==> src/rtl/bwhp_pkg.sv <==
// ----------------------------------------------------------------------------
// bwhp_pkg
// Shared constants and types of the Butterworth high-pass filter block.
// ----------------------------------------------------------------------------
package bwhp_pkg;

	localparam int SAMPLE_BITS_DEF = 16;
	localparam int RATE_W          = 18;
	localparam int CUTOFF_W        = 17;

	localparam logic [RATE_W-1:0] RATE_RESET = 18'd48000;

	localparam logic [18:0] TWOPI_Q16 = 19'd411775;
	localparam logic [16:0] SQRT2_Q16 = 17'd92682;

	localparam int COEF_FRAC = 30;
	localparam int COEF_W    = 32;
	localparam int NUM_W     = 51;
	localparam int DEN_W     = 50;
	localparam int DIV_STEPS = 32;

	typedef struct packed {
		logic                    start;
		logic signed [NUM_W-1:0] num;
		logic [DEN_W-1:0]        den;
	} div_req_t;

	typedef struct packed {
		logic                     done;
		logic signed [COEF_W-1:0] coef;
	} div_rsp_t;

endpackage

==> src/rtl/bwhp_div.sv <==
// ----------------------------------------------------------------------------
// bwhp_div
// Shift-subtract divider giving one saturated Q2.30 coefficient per request.
// ----------------------------------------------------------------------------
module bwhp_div (
	input  logic               clk,
	input  logic               arst_n,
	input  bwhp_pkg::div_req_t req,
	output bwhp_pkg::div_rsp_t rsp
);

	localparam int RW    = bwhp_pkg::DEN_W + 3;
	localparam int QW    = bwhp_pkg::COEF_W;
	localparam int CNT_W = $clog2(bwhp_pkg::DIV_STEPS);

	logic [RW-1:0]    r_q;
	logic [RW-1:0]    d_q;
	logic [QW-1:0]    q_q;
	logic             neg_q;
	logic             dzero_q;
	logic [CNT_W-1:0] cnt_q;
	logic             busy_q;
	logic             done_q;

	logic [RW-1:0]            mag;
	logic [RW-1:0]            t;
	logic                     ge;
	logic signed [QW-1:0]     coef;

	always_comb begin
		if (req.num[bwhp_pkg::NUM_W-1]) begin
			mag = RW'(-req.num);
		end else begin
			mag = RW'(req.num);
		end
		t  = (cnt_q == '0) ? r_q : {r_q[RW-2:0], 1'b0};
		ge = (t >= d_q);
	end

	always_ff @(posedge clk or negedge arst_n) begin
		if (!arst_n) begin
			busy_q <= 1'b0;
			done_q <= 1'b0;
			cnt_q  <= '0;
		end else begin
			done_q <= !req.start && busy_q &&
				(cnt_q == CNT_W'(bwhp_pkg::DIV_STEPS - 1));
			if (req.start) begin
				busy_q <= 1'b1;
				cnt_q  <= '0;
			end else if (busy_q) begin
				cnt_q <= cnt_q + 1'b1;
				if (cnt_q == CNT_W'(bwhp_pkg::DIV_STEPS - 1)) begin
					busy_q <= 1'b0;
				end
			end
		end
	end

	always_ff @(posedge clk) begin
		if (req.start) begin
			r_q     <= mag;
			d_q     <= {2'b00, req.den, 1'b0};
			neg_q   <= req.num[bwhp_pkg::NUM_W-1];
			dzero_q <= (req.den == '0);
			q_q     <= '0;
		end else if (busy_q) begin
			r_q <= ge ? (t - d_q) : t;
			q_q <= {q_q[QW-2:0], ge};
		end
	end

	always_comb begin
		if (dzero_q) begin
			coef = '0;
		end else if (neg_q) begin
			coef = -$signed(q_q);
		end else if (q_q[QW-1]) begin
			coef = {1'b0, {(QW-1){1'b1}}};
		end else begin
			coef = $signed(q_q);
		end
	end

	assign rsp.done = done_q;
	assign rsp.coef = coef;

endmodule

==> src/rtl/butterworth_highpass2_variable_cutoff.sv <==
// ----------------------------------------------------------------------------
// butterworth_highpass2_variable_cutoff
// Second-order Butterworth high-pass biquad with per-sample cutoff.
// ----------------------------------------------------------------------------
// channel   direction  handshake            payload
// input     in         in_valid/in_stall    sample_in, cutoff_hz
// output    out        out_valid/out_stall  sample_out
// config    in         cfg_wr_en            cfg_wr_data (sample rate, Hz)
//
// A transaction runs from acceptance to the result through the multiplier
// steps for the coefficient terms (WC, WC2, FS, P, KH, KL), a denominator step,
// three divisions on the shared divider (start, 32 steps, done), one
// multiply-accumulate step per coefficient and an output step. The divisions
// dominate; a new transaction is accepted only once the block is idle again.
// Input is stalled from acceptance until the result is loaded into the output
// register; a stalled output holds the block in its last cycle.
// Reset clears the filter history and sets the rate to 48000 Hz.
// ----------------------------------------------------------------------------
module butterworth_highpass2_variable_cutoff #(
	parameter int SAMPLE_BITS = bwhp_pkg::SAMPLE_BITS_DEF
) (
	input  logic                                clk,
	input  logic                                arst_n,
	input  logic                                cfg_wr_en,
	input  logic [bwhp_pkg::RATE_W-1:0]         cfg_wr_data,
	input  logic                                in_valid,
	output logic                                in_stall,
	input  logic signed [SAMPLE_BITS-1:0]       sample_in,
	input  logic [bwhp_pkg::CUTOFF_W-1:0]       cutoff_hz,
	output logic                                out_valid,
	input  logic                                out_stall,
	output logic signed [SAMPLE_BITS-1:0]       sample_out
);

	localparam int HIST = SAMPLE_BITS + 8;
	localparam int VW   = SAMPLE_BITS + 2;
	localparam int MA   = bwhp_pkg::COEF_W + 1;
	localparam int MB   = (HIST + 1 > 26) ? HIST + 1 : 26;
	localparam int PW   = MA + MB;
	localparam int AW   = PW + 2;
	localparam int YW   = AW - bwhp_pkg::COEF_FRAC;
	localparam int NW   = bwhp_pkg::NUM_W;
	localparam int DW   = bwhp_pkg::DEN_W;

	localparam logic [3:0] ST_IDLE  = 4'd0;
	localparam logic [3:0] ST_WC    = 4'd1;
	localparam logic [3:0] ST_WC2   = 4'd2;
	localparam logic [3:0] ST_FS    = 4'd3;
	localparam logic [3:0] ST_P     = 4'd4;
	localparam logic [3:0] ST_KH    = 4'd5;
	localparam logic [3:0] ST_KL    = 4'd6;
	localparam logic [3:0] ST_DEN   = 4'd7;
	localparam logic [3:0] ST_DSTART = 4'd8;
	localparam logic [3:0] ST_DWAIT = 4'd9;
	localparam logic [3:0] ST_MAC   = 4'd10;
	localparam logic [3:0] ST_FIN   = 4'd11;

	logic [3:0]                        state_q;
	logic [1:0]                        ci_q;
	logic [bwhp_pkg::RATE_W-1:0]       rate_q;
	logic signed [SAMPLE_BITS-1:0]     x_q;
	logic [bwhp_pkg::CUTOFF_W-1:0]     fc_q;
	logic signed [SAMPLE_BITS-1:0]     x1_q;
	logic signed [SAMPLE_BITS-1:0]     x2_q;
	logic signed [HIST-1:0]            y1_q;
	logic signed [HIST-1:0]            y2_q;
	logic [23:0]                       wc_q;
	logic [47:0]                       wc2_q;
	logic [45:0]                       fs4_q;
	logic [42:0]                       p_q;
	logic [38:0]                       kh_q;
	logic [47:0]                       k_q;
	logic [DW-1:0]                     den_q;
	logic signed [bwhp_pkg::COEF_W-1:0] c_q [3];
	logic signed [AW-1:0]              acc_q;
	logic                              out_valid_q;
	logic signed [SAMPLE_BITS-1:0]     sample_out_q;

	logic [18:0]              two_fs;
	logic signed [MA-1:0]     mul_a;
	logic signed [MB-1:0]     mul_b;
	logic signed [PW-1:0]     prod;
	logic [36:0]              wc_rnd;
	logic [60:0]              ksum;
	logic signed [VW-1:0]     v0;
	logic signed [NW-1:0]     num;
	logic signed [AW-1:0]     acc_rnd;
	logic signed [YW-1:0]     y;
	logic signed [HIST-1:0]   y_hist;
	logic signed [SAMPLE_BITS-1:0] y_out;
	logic                     out_free;
	bwhp_pkg::div_req_t       div_req;
	bwhp_pkg::div_rsp_t       div_rsp;

	assign two_fs = {rate_q, 1'b0};

	assign v0 = VW'(x_q) - (VW'(x1_q) <<< 1) + VW'(x2_q);

	always_comb begin
		mul_a = '0;
		mul_b = '0;
		case (state_q)
			ST_WC: begin
				mul_a = {{(MA-bwhp_pkg::CUTOFF_W){1'b0}}, fc_q};
				mul_b = {{(MB-19){1'b0}}, bwhp_pkg::TWOPI_Q16};
			end
			ST_WC2: begin
				mul_a = {{(MA-24){1'b0}}, wc_q};
				mul_b = {{(MB-24){1'b0}}, wc_q};
			end
			ST_FS: begin
				mul_a = {{(MA-19){1'b0}}, two_fs};
				mul_b = {{(MB-19){1'b0}}, two_fs};
			end
			ST_P: begin
				mul_a = {{(MA-19){1'b0}}, two_fs};
				mul_b = {{(MB-24){1'b0}}, wc_q};
			end
			ST_KH: begin
				mul_a = {{(MA-22){1'b0}}, p_q[42:21]};
				mul_b = {{(MB-17){1'b0}}, bwhp_pkg::SQRT2_Q16};
			end
			ST_KL: begin
				mul_a = {{(MA-21){1'b0}}, p_q[20:0]};
				mul_b = {{(MB-17){1'b0}}, bwhp_pkg::SQRT2_Q16};
			end
			ST_MAC: begin
				mul_a = MA'(c_q[ci_q]);
				case (ci_q)
					2'd0:    mul_b = MB'(v0);
					2'd1:    mul_b = MB'(y1_q);
					default: mul_b = MB'(y2_q);
				endcase
			end
			default: begin
				mul_a = '0;
				mul_b = '0;
			end
		endcase
	end

	assign prod   = mul_a * mul_b;
	assign wc_rnd = prod[36:0] + 37'd2048;
	assign ksum   = {kh_q, 21'd0} + 61'(prod[37:0]) + 61'd2048;

	always_comb begin
		case (ci_q)
			2'd0:    num = NW'({1'b0, fs4_q});
			2'd1:    num = (NW'({1'b0, fs4_q}) <<< 1) - (NW'({1'b0, wc2_q}) <<< 1);
			default: num = NW'({1'b0, k_q}) - NW'({1'b0, fs4_q}) - NW'({1'b0, wc2_q});
		endcase
	end

	assign div_req.start = (state_q == ST_DSTART);
	assign div_req.num   = num;
	assign div_req.den   = den_q;

	bwhp_div u_div (
		.clk    (clk),
		.arst_n (arst_n),
		.req    (div_req),
		.rsp    (div_rsp)
	);

	assign acc_rnd = acc_q + (AW'(1) <<< (bwhp_pkg::COEF_FRAC - 1));
	assign y       = acc_rnd[AW-1:bwhp_pkg::COEF_FRAC];

	always_comb begin
		if (y[YW-1:HIST-1] == '0 || y[YW-1:HIST-1] == '1) begin
			y_hist = y[HIST-1:0];
		end else if (y[YW-1]) begin
			y_hist = {1'b1, {(HIST-1){1'b0}}};
		end else begin
			y_hist = {1'b0, {(HIST-1){1'b1}}};
		end
		if (y[YW-1:SAMPLE_BITS-1] == '0 || y[YW-1:SAMPLE_BITS-1] == '1) begin
			y_out = y[SAMPLE_BITS-1:0];
		end else if (y[YW-1]) begin
			y_out = {1'b1, {(SAMPLE_BITS-1){1'b0}}};
		end else begin
			y_out = {1'b0, {(SAMPLE_BITS-1){1'b1}}};
		end
	end

	assign out_free = !out_valid_q || !out_stall;

	always_ff @(posedge clk or negedge arst_n) begin
		if (!arst_n) begin
			state_q     <= ST_IDLE;
			ci_q        <= '0;
			rate_q      <= bwhp_pkg::RATE_RESET;
			x1_q        <= '0;
			x2_q        <= '0;
			y1_q        <= '0;
			y2_q        <= '0;
			out_valid_q <= 1'b0;
		end else begin
			if (cfg_wr_en) begin
				rate_q <= cfg_wr_data;
			end
			if (state_q == ST_FIN && out_free) begin
				out_valid_q <= 1'b1;
			end else if (!out_stall) begin
				out_valid_q <= 1'b0;
			end
			case (state_q)
				ST_IDLE: begin
					if (in_valid) begin
						state_q <= ST_WC;
					end
				end
				ST_WC:  state_q <= ST_WC2;
				ST_WC2: state_q <= ST_FS;
				ST_FS:  state_q <= ST_P;
				ST_P:   state_q <= ST_KH;
				ST_KH:  state_q <= ST_KL;
				ST_KL:  state_q <= ST_DEN;
				ST_DEN: begin
					ci_q    <= '0;
					state_q <= ST_DSTART;
				end
				ST_DSTART: state_q <= ST_DWAIT;
				ST_DWAIT: begin
					if (div_rsp.done) begin
						if (ci_q == 2'd2) begin
							ci_q    <= '0;
							state_q <= ST_MAC;
						end else begin
							ci_q    <= ci_q + 1'b1;
							state_q <= ST_DSTART;
						end
					end
				end
				ST_MAC: begin
					if (ci_q == 2'd2) begin
						ci_q    <= '0;
						state_q <= ST_FIN;
					end else begin
						ci_q <= ci_q + 1'b1;
					end
				end
				ST_FIN: begin
					if (out_free) begin
						x2_q        <= x1_q;
						x1_q        <= x_q;
						y2_q        <= y1_q;
						y1_q        <= y_hist;
						state_q     <= ST_IDLE;
					end
				end
				default: state_q <= ST_IDLE;
			endcase
		end
	end

	always_ff @(posedge clk) begin
		case (state_q)
			ST_IDLE: begin
				x_q  <= sample_in;
				fc_q <= cutoff_hz;
			end
			ST_WC:  wc_q  <= wc_rnd[35:12];
			ST_WC2: wc2_q <= prod[47:0];
			ST_FS:  fs4_q <= {prod[37:0], 8'd0};
			ST_P:   p_q   <= prod[42:0];
			ST_KH:  kh_q  <= prod[38:0];
			ST_KL:  k_q   <= ksum[59:12];
			ST_DEN: den_q <= DW'(fs4_q) + DW'(k_q) + DW'(wc2_q);
			ST_DWAIT: begin
				if (div_rsp.done) begin
					c_q[ci_q] <= div_rsp.coef;
				end
				acc_q <= '0;
			end
			ST_MAC: acc_q <= acc_q + AW'(prod);
			ST_FIN: begin
				if (out_free) begin
					sample_out_q <= y_out;
				end
			end
			default: begin
			end
		endcase
	end

	assign in_stall   = (state_q != ST_IDLE);
	assign out_valid  = out_valid_q;
	assign sample_out = sample_out_q;

	a_accept_starts: assert property (@(posedge clk) disable iff (!arst_n)
		(in_valid && !in_stall) |=> (state_q == ST_WC))
		else $error("accepted transaction did not start the sequencer");

	a_out_from_fin: assert property (@(posedge clk) disable iff (!arst_n)
		$rose(out_valid) |-> $past(state_q == ST_FIN))
		else $error("result appeared outside the final step");

	a_div_done_wait: assert property (@(posedge clk) disable iff (!arst_n)
		div_rsp.done |-> (state_q == ST_DWAIT))
		else $error("divider finished while not awaited");

	a_stall_busy: assert property (@(posedge clk) disable iff (!arst_n)
		(state_q == ST_MAC) |-> in_stall)
		else $error("input open during accumulation");

endmodule

==> config.mk <==
export PLATFORM = sky130hd
export DESIGN_NAME = butterworth_highpass2_variable_cutoff
export DESIGN_NICKNAME = d
export VERILOG_FILES = /design/src/rtl/bwhp_pkg.sv /design/src/rtl/bwhp_div.sv /design/src/rtl/butterworth_highpass2_variable_cutoff.sv
export SDC_FILE = /design/constraint.sdc
export NUM_CORES = 2
export LEC_CHECK = 0
export BUFFER_PORTS_ARGS = -buffer_cell sky130_fd_sc_hd__buf_2
export CAP_MARGIN = 20
export CORE_UTILIZATION = 55
export CTS_CLUSTER_DIAMETER = 60
export DETAILED_ROUTE_END_ITERATION = 16
export HOLD_SLACK_MARGIN = 0.06
export PLACE_DENSITY_LB_ADDON = 0.3
export SLEW_MARGIN = 5
export SYNTH_ARGS = -nofsm -noshare
export SYNTH_HDL_FRONTEND = slang
export SYNTH_SLANG_ARGS = --single-unit
==> constraint.sdc <==
create_clock -name clk -period 14.7 [get_ports clk]
set_input_delay 0.735 -clock clk [delete_from_list [all_inputs] [get_ports clk]]
set_output_delay 0.735 -clock clk [all_outputs]
set_load 0.02 [all_outputs]
-- Yosys cells after proc, flatten, opt, wreduce, memory -nomap -nowiden
Memory sizes are Yosys's and may differ from the RTL's.
Index checks and enable logic that the tools add are counted.
- register bits after elaboration: 649
- RAM bits: 96
- output and inout port bits: 18
- logic and storage cells: 129
- memories kept: 1
- memories (name ; depth ; bits a word ; read ports ; clocked after memory_dff ; write ports ; line ; text):
    c_q ; 3 ; 32 ; 1 ; 0 ; 1 ; butterworth_highpass2_variable_cutoff.sv:74 ; logic signed [bwhp_pkg::COEF_W-1:0] c_q [3];
- $add $sub $neg: 17
- multipliers: 1
- order comparisons: 1
- equality and inequality tests: 21
- muxes and demuxes: 36
- reduce and logical (&&, ||, !) cells: 25
- operators by type and width (operator ; number):
    two-way mux 53 bit ; 5
    case mux 33 bit (6 select lines) ; 1
    case mux 26 bit (5 select lines) ; 1
    case mux 61 bit (2 select lines) ; 1
    case mux 51 bit (2 select lines) ; 1
    two-way mux 32 bit ; 2
    adder 61 x 31 -> 61 bit (second input constant) ; 1
    adder 61 x 59 -> 61 bit ; 1
    adder 60 x 12 -> 60 bit (second input constant) ; 1
    adder 60 x 38 -> 60 bit ; 1
    multiplier 33 x 26 -> 59 bit ; 1
    greater-or-equal comparator 53 x 51 -> 1 bit ; 1
    negator 51 -> 53 bit ; 1
    subtractor 53 x 51 -> 53 bit ; 1
    case mux 26 bit (2 select lines) ; 1
    adder 49 x 48 -> 50 bit ; 1
    zero test 50 bit ; 1
    subtractor 47 x 49 -> 50 bit ; 1
    subtractor 49 x 49 -> 50 bit ; 1
    adder 46 x 48 -> 49 bit ; 1
    subtractor 48 x 46 -> 49 bit ; 1
    two-way mux 24 bit ; 2
    case mux 4 bit (12 select lines) ; 1
    adder 36 x 12 -> 36 bit (second input constant) ; 1
    other kinds (37) ; 71

-- Logic depth before layout (Yosys ltp)
- depth after elaboration: 7
- depth in mapped cells: 61
- depth with buffers taken out: 60

-- Cells and area by module
From an unflattened synthesis, not the netlist that was laid out.
- cell total of the unflattened synthesis: 8515
- area total of the unflattened synthesis: 79990.5 um2
- by module, submodules not included (module ; instances ; cells an instance ; area an instance (um2)):
    butterworth_highpass2_variable_cutoff ; 1 ; 7240 ; 68529.5
    bwhp_div ; 1 ; 1275 ; 11461.0

-- Least setup slack after synthesis
OpenSTA, ideal clock, no wires.
- path type: register -> register
- start point: reg state_q[3]
- end point: reg acc_q[59] (data pin)
- library setup time: 266 ps
- data arrival time: 14146 ps
- required time: 14434 ps
- path slack: 288 ps
- cell stages (with the launch flop): 49
- clock period less this slack: 14412 ps
- cells stage by stage: dfrtp_1 -> clkbuf_1 -> nand2b_1 -> nor3_1 -> or2_2 -> clkbuf_1 -> clkbuf_1 -> a221oi_1 -> o31ai_1 -> clkbuf_1 -> nand2_1 -> fa_1 -> fa_1 -> fa_1 -> inv_1 -> ha_1 -> fa_1 -> inv_1 -> [13 not listed] -> a21o_1 -> nand3_1 -> a21oi_1 -> xor2_1 -> ha_1 -> nor2b_1 -> o21ai_0 -> nand2b_1 -> a21o_1 -> a21o_1 -> nor3_1 -> a21oi_1 -> a41oi_1 -> nor4_1 -> o31ai_1 -> nand2_1 -> xnor2_1 -> nor2_1
- cells in the longest elaborated chain, start to end: 6
- elaborated cells between the ends (all ways): 16
- RTL lines (element ; line ; text):
    start, declared ; butterworth_highpass2_variable_cutoff.sv:58 ; logic [3:0] state_q;
    start signal, assigned ; butterworth_highpass2_variable_cutoff.sv:189 ; state_q <= ST_IDLE;
    start signal, assigned ; butterworth_highpass2_variable_cutoff.sv:209 ; state_q <= ST_WC;
    start signal, assigned ; butterworth_highpass2_variable_cutoff.sv:212 ; ST_WC: state_q <= ST_WC2;
    equality test 4 x 3 -> 1 bit or equality test 4 x 2 -> 1 bit (tied branches) ; butterworth_highpass2_variable_cutoff.sv:102 ; case (state_q)
    OR reduction 2 bit (no source line) ; n/a ;
    case mux 33 bit (6 select lines) or case mux 26 bit (5 select lines) (tied branches) ; butterworth_highpass2_variable_cutoff.sv:102 ;
    multiplier 33 x 26 -> 59 bit (*) ; butterworth_highpass2_variable_cutoff.sv:142 ; assign prod = mul_a * mul_b;
    named net prod[41] ; butterworth_highpass2_variable_cutoff.sv:82 ; logic signed [PW-1:0] prod;
    adder 61 x 59 -> 61 bit (*) ; butterworth_highpass2_variable_cutoff.sv:275 ; ST_MAC: acc_q <= acc_q + AW'(prod);
    case mux 61 bit (2 select lines) (*) ; butterworth_highpass2_variable_cutoff.sv:257 ; case (state_q)
    end signal, assigned ; butterworth_highpass2_variable_cutoff.sv:275 ;
    end, declared ; butterworth_highpass2_variable_cutoff.sv:75 ; logic signed [AW-1:0] acc_q;
The timed path passes the listed nets; every way through them passes the cells marked *.
A chain may end at the register's enable or synchronous reset.

-- Worst setup path after layout
- start point: reg x1_q[1]
- end point: reg acc_q[57] (data pin)
- cells in the longest elaborated chain, start to end: 7
- RTL lines (element ; line ; text):
    start, declared ; butterworth_highpass2_variable_cutoff.sv:63 ; logic signed [SAMPLE_BITS-1:0] x1_q;
    start signal, assigned ; butterworth_highpass2_variable_cutoff.sv:245 ; x1_q <= x_q;
    subtractor 16 x 17 -> 18 bit ; butterworth_highpass2_variable_cutoff.sv:97 ; assign v0 = VW'(x_q) - (VW'(x1_q) <<< 1) + VW'(x2_q);
    adder 18 x 16 -> 18 bit ; butterworth_highpass2_variable_cutoff.sv:97 ;
    case mux 26 bit (2 select lines) ; butterworth_highpass2_variable_cutoff.sv:129 ; case (ci_q)
    case mux 26 bit (5 select lines) ; butterworth_highpass2_variable_cutoff.sv:102 ;
    multiplier 33 x 26 -> 59 bit ; butterworth_highpass2_variable_cutoff.sv:142 ;
    named net prod[32] ; butterworth_highpass2_variable_cutoff.sv:82 ;
    adder 61 x 59 -> 61 bit ; butterworth_highpass2_variable_cutoff.sv:275 ;
    case mux 61 bit (2 select lines) ; butterworth_highpass2_variable_cutoff.sv:257 ;
The timed path passes the listed nets, and every way through them passes these cells.

==> metrics.cfg <==
[setup_path]
start_kind = flip-flop
crit_type = reg -> reg
rr_worst_depth = 57
startpoint = x1_q[1]$_DFFE_PN0P_
reg2reg_from = x1_q[1]$_DFFE_PN0P_
r2r_slack_ps = 790
crit_fanout = 8
critPathCapture = acc_q[57]$_SDFFCE_PN0P_
r2r_end = acc_q[57]$_SDFFCE_PN0P_
slowest_stage = a311oi_4
cp-end-kind = flip-flop
cp_common_cell = fa_1
arrival_ps = 14330
cp.required_ps = 15120
critPathMaxStageDelay_ps = 800

[sta]
timing.fmax_mhz = 71.87
finalSetupTns_ps = 0
min_period_ps = 13910
tightest_slew_ps = 1129
finClkSkew_ps = 41.12
finalMaxSlewViolations = 0
setup-violations-final = 0
finalCritPeriodShare = 0.9465
hold_viol = 0
rsz0062_at_grt = no
finalWorstSetupSlack_ps = 786.6
slew_headroom = 0.2446

[placement]
hpwl_mm = 200.1
port_buffers = 73
placed_area_mm2 = 0.08213
place.gp.congestion = 1.018
detailedPlace.worstSlack_ps = 638.7

[floorplan]
fp.coreArea_mm2 = 0.1419
dieHeight_um = 380.6
start_util = 0.5554
io_pins = 74
die_area_mm2 = 0.1448
die_x_um = 380.6
num_rows = 138

[grt]
grt_max_degree = 90
grt_usage = 0.3471
grt_first_pass_wirelength_mm = 380.8
first_global_vias = 63030
antenna_found_initial = 10
grt_overflow = 0

[clock_tree]
cts_buffer_depth = 3
clock_latency_ps = 710
root_buffer = clkbuf_16
clock-sinks = 745
clk_pin_slew_ps = 60
cts_buffers = 83
htreeDepth = 3
cts_tree = built
ctsHoldBuffers = 0

[pwr]
p_int_mw = 3.497
finalPower_mw = 4.459
power_density_mw_per_mm2 = 52.46
p_sw_frac = 0.2157
power.share.clock = 0.485
peakVddDrop_v = 0.00008715
p_seq_frac = 0.509
p_leak_nw = 39.56
p_comb_frac = 0.006
switching_power_uw = 961.5

[layout]
synthToLayoutAreaGrowth_pct = 7.822
drive_gt1_frac = 0.06746
fin_nets = 9892
final_core_utilization = 0.5988
postLayoutCellArea_mm2 = 0.08499
fillers = 12020

[run]
drv_cap = 0

[logic_synthesis]
synth-async-reset-ratio = 0.1503
synth_seq_cells = 745
ys_top_cells_by_count = 1,202 x inv_1, 985 x nand2_1, 921 x fa_1
synth_area_mm2 = 0.07883
ys.flop_type = edfxtp_1
yosysUniqueCellTypes = 85
syn_avg_cell_area_um2 = 9.394
post-synth-top-count-cell = inv_1
ys_seq_area_frac = 0.2727
synthesis.nets = 9860
synth_top_area_cell = fa_1
yosys.area.top_type_share = 0.2339
yosysWarningCount = 0
synth-edff-count = 601
synth_cells = 8391
synthTopCellsByArea = fa_1 23%, edfxtp_1 23%, ha_1 7.8%

[route]
wl_mm = 250.7
drc_errors = 0
vias_per_cell = 6.070
vias = 63060
final_antenna_net_count = 0
firstDrtPassIters = 9
wl_per_cell_um = 24.13
first_iter_violations = 6478

[worst_hold_path]
worstHoldPathType = in -> async

[run_status]
outcome = complete, no violations

==> how the worst min path moves through the flow <==
stage	endpoint	slack [ps]	cells past startpoint
2_1_floorplan	u_div.d_q[10]$_DFFE_PP_	430	0
3_3_place_gp	u_div.d_q[34]$_DFFE_PP_	430	0
3_5_place_dp	u_div.d_q[28]$_DFFE_PP_	440	0
4_1_cts	x2_q[4]$_DFFE_PN0P_	80	1
5_1_grt	x2_q[4]$_DFFE_PN0P_	140	1
6_report	y2_q[15]$_DFFE_PN0P_	100	1
==> area by class of cell <==
type                    instances  area, um^2  share of cell area
diodes                          4       10.01           0.0001178
clock buffers                 105        2283             0.02687
well taps                    1890        2365             0.02782
repair buffers                278        1903             0.02239
multi-input cells            6110       51860              0.6102
clock inverters                51       531.8            0.006257
flip-flops and latches        745       21510              0.2531
inverters                    1205        4528             0.05328
==> power by group through the flow <==
stage	clock network, mW	registers [mW]	logic, mW
4_1_cts	2.18	2.27	0.0264
3_3_place_gp	0	2.31	0.0255
5_1_grt	2.26	2.27	0.0285
2_1_floorplan	0	2.31	0.00686
3_5_place_dp	0	2.31	0.0262
6_report	2.16	2.27	0.0264
==> critical path: cells and delay by family (launching register included) <==
family | cells | cell delay (ps)
xor+xnor | 2 | 320
buf+inv | 9 | 1050
compound gates | 23 | 5440
simple gates | 12 | 1280
fa+ha+maj | 11 | 5090
flops | 1 | 410
==> state kept, by name, summed over array words and instances, names as in the netlist, 4 cells and up <==
register / count
wc_q: 24
x1_q: 16
kh_q: 39
p_q: 43
fc_q: 17
k_q: 48
fs4_q: 38
u_div.q_q: 32
c_q: 96
u_div.d_q: 50
acc_q: 61
state_q: 4
rate_q: 18
den_q: 50
x_q: 16
y2_q: 24
x2_q: 16
u_div.cnt_q: 5
y1_q: 24
sample_out: 16
wc2_q: 48
u_div.r_q: 53
==> cells in the final DEF, fill, tap and decap left out, types with 50 or more instances in the layout <==
cell type / count
inv_1: 1201
nand2_1: 983
fa_1: 921
nor2_1: 792
edfxtp_1: 601
ha_1: 492
a21oi_1: 480
o21ai_0: 291
xnor2_1: 287
a21o_1: 208
buf_4: 202
xor2_1: 152
nand3_1: 116
a211oi_1: 110
dfrtp_1: 102
clkbuf_16: 86
mux2i_1: 85
nand4_1: 83
nand2b_1: 78
buf_2: 74
nor3_1: 73
mux2_2: 71
and3_1: 66
o21a_1: 64
and2_1: 61
a31oi_1: 58
nor2b_1: 53
o21bai_1: 50
a22oi_1: 50
==> metal layers <==
metal	vias to the layer above	global-route usage	wire, um
li1	28160	-	-
met1	31110	0.4484	96470
met2	3074	0.5510	114600
met3	713	0.05849	21550
met4	8	0.2049	17950
met5	-	0	52
==> metrics by stage <==
| step | hold slack (ps) | cells |
|---|---|---|
| 2_1_floorplan | 426.8 | 8391 |
| 5_1_grt | 139.1 | 10390 |
| 6_report | 100.4 | 10390 |
| 3_5_place_dp | 436.8 | 10220 |
| 3_3_place_gp | 428.2 | 10220 |
| 4_1_cts | 83.77 | 10380 |
==> cells by family after synthesis <==
| kind of cell | Yosys count | share of synthesized area |
|---|---|---|
| flops | 745 | 0.2727 |
| xor+xnor | 441 | 0.04919 |
| simple gates | 2451 | 0.1365 |
| mux | 156 | 0.02094 |
| buf+inv | 1536 | 0.07314 |
| compound gates | 1649 | 0.1355 |
| fa+ha+maj | 1413 | 0.3120 |
==> repair_timing <==
action	in CTS	in global routing
buffers inserted	0	2
setup endpoints to repair	0	12
gates resized for setup	0	6
Power figures use the tool's default switching activity.
